===== src/sv/nnls_pkg.sv =====
// Shared types and constants for the nearest-neighbor linear scan block.
// No dependencies; imported by the distance cell, the best tracker and the top level.
package nnls_pkg;

   // Field widths fixed by the interface
   localparam int COORD_W   = 16;          // signed Q8.8 coordinate
   localparam int SQ_W      = 2 * COORD_W; // one squared difference
   localparam int DIST_W    = 35;          // sum of up to eight squares, Q19.16
   localparam int NIDX_W    = 10;          // reported nearest index
   localparam int DIMS_W    = 4;           // dimension register
   localparam int CMD_W     = 2;

   localparam logic [DIMS_W-1:0] DIMS_RESET = 4'd5;

   // Request commands
   typedef enum logic [CMD_W-1:0] {
      CMD_CLEAR = 2'd0,
      CMD_LOAD  = 2'd1,
      CMD_QUERY = 2'd2
   } cmd_type;

endpackage


===== src/sv/nnls_best.sv =====
// Running minimum over the distances leaving the cell chain; the first index wins ties.
// Uses nnls_pkg for the distance width.
module nnls_best import nnls_pkg::*; #(
   parameter int IDX_W = 10
) (
   input  logic              clock,
   input  logic              in_valid,
   input  logic [IDX_W-1:0]  in_idx,
   input  logic [DIST_W-1:0] in_dist,
   output logic [IDX_W-1:0]  best_idx,
   output logic [DIST_W-1:0] best_dist
);

   logic [IDX_W-1:0]  best_idx_ff;
   logic [DIST_W-1:0] best_dist_ff;
   logic              take;

   // index 0 opens every scan, later points need a strictly smaller distance
   assign take = in_valid && ((in_idx == '0) || (in_dist < best_dist_ff));

   always_ff @(posedge clock) begin
      if (take) begin
         best_idx_ff  <= in_idx;
         best_dist_ff <= in_dist;
      end
   end

   assign best_idx  = best_idx_ff;
   assign best_dist = best_dist_ff;

endmodule


===== config.mk =====
export PLATFORM = sky130hd
export DESIGN_NAME = nnls_best
export DESIGN_NICKNAME = d
export VERILOG_FILES = /design/src/sv/nnls_pkg.sv /design/src/sv/nnls_best.sv
export SDC_FILE = /design/constraint.sdc
export NUM_CORES = 1
export LEC_CHECK = 0
export BUFFER_PORTS_ARGS = -buffer_cell sky130_fd_sc_hd__buf_2
export CORE_ASPECT_RATIO = 2
export CORE_MARGIN = 2
export CORE_UTILIZATION = 48
export DETAILED_ROUTE_END_ITERATION = 8
export PLACE_DENSITY = 0.79
export SLEW_MARGIN = 15
export SYNTH_ARGS = -nofsm -noshare
export SYNTH_HDL_FRONTEND = slang
export SYNTH_SLANG_ARGS = --single-unit

===== constraint.sdc =====
create_clock -name clock -period 5.7 [get_ports clock]
set_input_delay 1.14 -clock clock [delete_from_list [all_inputs] [get_ports clock]]
set_output_delay 1.14 -clock clock [all_outputs]
set_load 0.05 [all_outputs]

---- Yosys cells after proc, flatten, opt, wreduce, memory -nomap -nowiden ----
Index checks and enable logic that the tools add are counted.
storage, ports and cells
  register bits after elaboration ......... 45
  bits of input ports ..................... 47
  output and inout port bits .............. 45
cells by class
  magnitude comparators ................... 1
  reductions and logical operators ........ 3
operator list
  operator             count
  35-bit < comparator  1
  10-bit logical NOT   1
  1-bit logical AND    1
  1-bit logical OR     1

---- Longest topological paths before layout ----
  depth after elaboration ................. 3
  gate-level depth with buffers ........... 7
  gate-level depth less buffers ........... 7

---- Worst setup path after synthesis ----
Ideal clock, no wire load.
  path type ............................... input to register
  start point ............................. input in_dist[12]
  end point ............................... register best_dist_ff[0], in the netlist best_dist[0], enable pin
  library setup time ...................... 463 ps
  arrival time ............................ 4268 ps
  data required time ...................... 5237 ps
  setup slack ............................. 969 ps
  cell stages on the path ................. 6
  cells stage by stage .................... ha_1 a21o_1 a21o_1 a211oi_1 o41ai_1 a21oi_1
between the ends
  word-level cells in the longest chain between the ends .. 3
ends and longest elaborated chain
  what                  RTL line         source
  from (decl)           nnls_best.sv:9   input logic [DIST_W-1:0] in_dist,
  35-bit < comparator   nnls_best.sv:19  assign take = in_valid && ((in_idx == '0) || (in_dist < best_dist_ff));
  1-bit logical OR      nnls_best.sv:19
  1-bit logical AND     nnls_best.sv:19
  named net take        nnls_best.sv:16  logic take;
  to (signal assigned)  nnls_best.sv:24  best_dist_ff <= in_dist;
  to (decl)             nnls_best.sv:15  logic [DIST_W-1:0] best_dist_ff;
The timed path passes the listed nets, and every way through them passes these cells.
A chain may end at the register's enable or synchronous reset.

---- Worst setup path after layout ----
  start point ............................. input in_dist[26]
  end point ............................... register best_dist_ff[4], in the netlist best_dist[4], enable pin
Same word-level chain as after synthesis.

==> flow_metrics.tcl <==
set metrics [dict create \
    status "completed" \
    grt-busiest-layer "met2" \
    critPathLaunchType "input pin" \
    hold_buffers 0 \
    slew_violations 0 \
    synth_area_leaders "edfxtp_1 60%, ha_1 19%, inv_1 5.7%" \
    max_freq_mhz 304 \
    dr.pass1.iters 4 \
    slew_headroom_pct 57.5 \
    p_leak_nw 1.39 \
    path_max_fanout 26 \
    grt_use_total_pct 18.5 \
    clock-sinks 45 \
    placed_cells 318 \
    met2_usage_pct 33.2 \
    cp_common_cell "a21oi_1" \
    vias 1604 \
    setup_tns_ns 0 \
    vias_per_cell 4.92 \
    utilization_pct 63.3 \
    port_buffers 91 \
    dp_hpwl_mm 3.78 \
    finalSetupViolCount 0 \
    synth_nets 252 \
    antenna_cells 0 \
    nets 351 \
    grt_pass1_vias 1642 \
    drive_gt1_share_pct 37.6 \
    die_h_um 101 \
    post_cts_buffers 0 \
    antenna_found_initial 0 \
    clk_pin_slew_ns 0.09 \
    yosysTopAreaCell "edfxtp_1" \
    drc 0 \
    routed_wl_mm 4.59 \
    die_x_um 52.4 \
    fin_crit_sh_pct 57.7 \
    cts_tree "done" \
    drv_cap 0 \
    cp.required_ns 5.67 \
    yosysSeqAreaShare_pct 60.1 \
    worst_path_max_delay_cell "a21oi_4" \
    period_needed_ns 3.29 \
    crit_family "compound AO/OA/AOI/OAI gates" \
    grtUsageMet1_pct 19.2 \
    hold_violations 0 \
    gr-total-overflow 0 \
    start_util_pct 49.3 \
    grt_setup_unrepaired "no" \
    syn-cell-area_um2 2250 \
    root_buffer "clkbuf_8" \
    worstSetupEndpointType "flip-flop" \
    synth_seq_cells 45 \
    fp.coreArea_um2 4550 \
    ctsResizeCount 0 \
    worst_pin_slew_ns 0.637 \
    grt_pass1_wl_mm 7.02 \
    worstHoldPathType "in -> reg" \
    max-vdd-ir-drop_mv 0.300 \
    ys_warn_count 0 \
    clock_latency_ns 0.30 \
    drtAntennaViolNets 0 \
    grt_max_degree 27 \
    cts_buffers 5 \
    slowest_delay_ns 0.53 \
    place.gp.congestion 0.792 \
    clk_path_buf_depth 2 \
    grtUsageMet3_pct 4.60 \
    arrival_ns 3.26 \
    netlist-cell-type-count 23 \
    drt_iter0_markers 33 \
    syn_inst 171 \
    cp_cell_sequence "buf_2 -> ha_1 -> a21oi_1 -> o21ai_0 -> a221oi_1 -> a21oi_1 -> a21oi_4 -> buf_4" \
    io_pins 92 \
    syn_to_final_growth_pct 28.3 \
    power_density_nw_per_um2 279 \
    worst_clock_skew_ns 0.00772 \
    routedWlPerCell_um 14.1 \
    syn_area_per_cell_um2 13.1 \
    cp_num_buf_inv 2 \
    crit_type "in -> reg" \
    rows 35 \
    synth_top_area_share_pct 60.1 \
    htree_levels 2 \
    dieArea_um2 5280 \
    final_cells 326 \
]
[placed cells by master (no fill, tap or decap), types with 2 or more instances in the layout]
cell / count
inv_1: 34
a211oi_1: 3
buf_2: 91
ha_1: 34
nor4_1: 2
nand4_1: 5
edfxtp_1: 45
a21o_1: 2
nor3_1: 3
o21a_1: 2
o21ai_0: 4
nand2_1: 9
clkbuf_8: 5
nand2b_1: 2
a21oi_1: 12
nor2_1: 4
[metal layers]
metal	vias to the layer above	wire length, µm	share of wire, %
li1	824	-	-
met1	725	1630	36
met2	51	2600	57
met3	4	275	6.0
met4	0	84	1.8
met5	-	0	0
[per-stage QoR]
| step | setup WS (ns) | hold WS (ns) | total power [mW] | cell area [µm²] |
|---|---|---|---|---|
| 2_1_floorplan | 0.969 | 1.24 | 0.553 | 2250 |
| 5_1_grt | 2.25 | 1.01 | 0.845 | 2880 |
| 4_1_cts | 2.38 | 1.02 | 0.814 | 2880 |
| 3_3_place_gp | 2.09 | 1.19 | 0.610 | 2790 |
| 6_report | 2.41 | 1.03 | 0.806 | 2880 |
| 3_5_place_dp | 2.05 | 1.19 | 0.615 | 2790 |
[cell usage after synthesis]
cell / instances
edfxtp_1: 45
ha_1: 34
inv_1: 34
a21oi_1: 13
nand2_1: 9
nand4_1: 5
nor2_1: 4
o21ai_0: 4
a211oi_1: 3
nor3_1: 3
a21o_1: 2
nand2b_1: 2
nor4_1: 2
o21a_1: 2
a211o_1: 1
a221oi_1: 1
a2bb2oi_1: 1
a41oi_1: 1
nand3_1: 1
nor4b_4: 1
o21ai_1: 1
o21bai_1: 1
o41ai_1: 1
[final cells by class]
cell class,count,area (µm²)
sequential,45,1350
clock buffer,5,68.8
multi-input combinational,92,779
inverter,34,128
clock inverter,3,25.0
tap,55,68.8
timing repair buffer,92,463
fill,399,1670
[state kept, by name, indices dropped and copies added, names as in the netlist]
signal and flops:
best_dist 35, best_idx 10
[cells by family (layout without fill, tap and decap cells)]
family | count (synthesis) | in the layout | share of synthesized area, %
AO/OA/AOI/OAI | 31 | 31 | 8.63
flip-flops | 45 | 45 | 60.1
AND/OR/NAND/NOR | 27 | 27 | 6.62
adder cells (fa/ha/maj) | 34 | 34 | 18.9
buffers and inverters | 34 | 134 | 5.68
[path summary, 6_finish.rpt]
kind | cells past startpoint | startpoint | endpoint | slack [ns]
max | 8 | in_dist[26] | best_dist[4]$_DFFE_PP_ | 2.41
min | 1 | in_dist[0] | best_dist[0]$_DFFE_PP_ | 1.03
max reg2reg | 8 | best_dist[26]$_DFFE_PP_ | best_dist[4]$_DFFE_PP_ | 2.97
min reg2reg | 5 | best_dist[14]$_DFFE_PP_ | best_dist[24]$_DFFE_PP_ | 1.17
[power by group]
| part | internal, mW | leakage, nW | switching, mW |
|---|---|---|---|
| combinational | 0.0574 | 0.916 | 0.143 |
| sequential | 0.395 | 0.426 | 0.00973 |
| clock | 0.0885 | 0.0447 | 0.112 |
| total | 0.541 | 1.39 | 0.265 |
No activity file was read; power rests on OpenSTA's default activity.
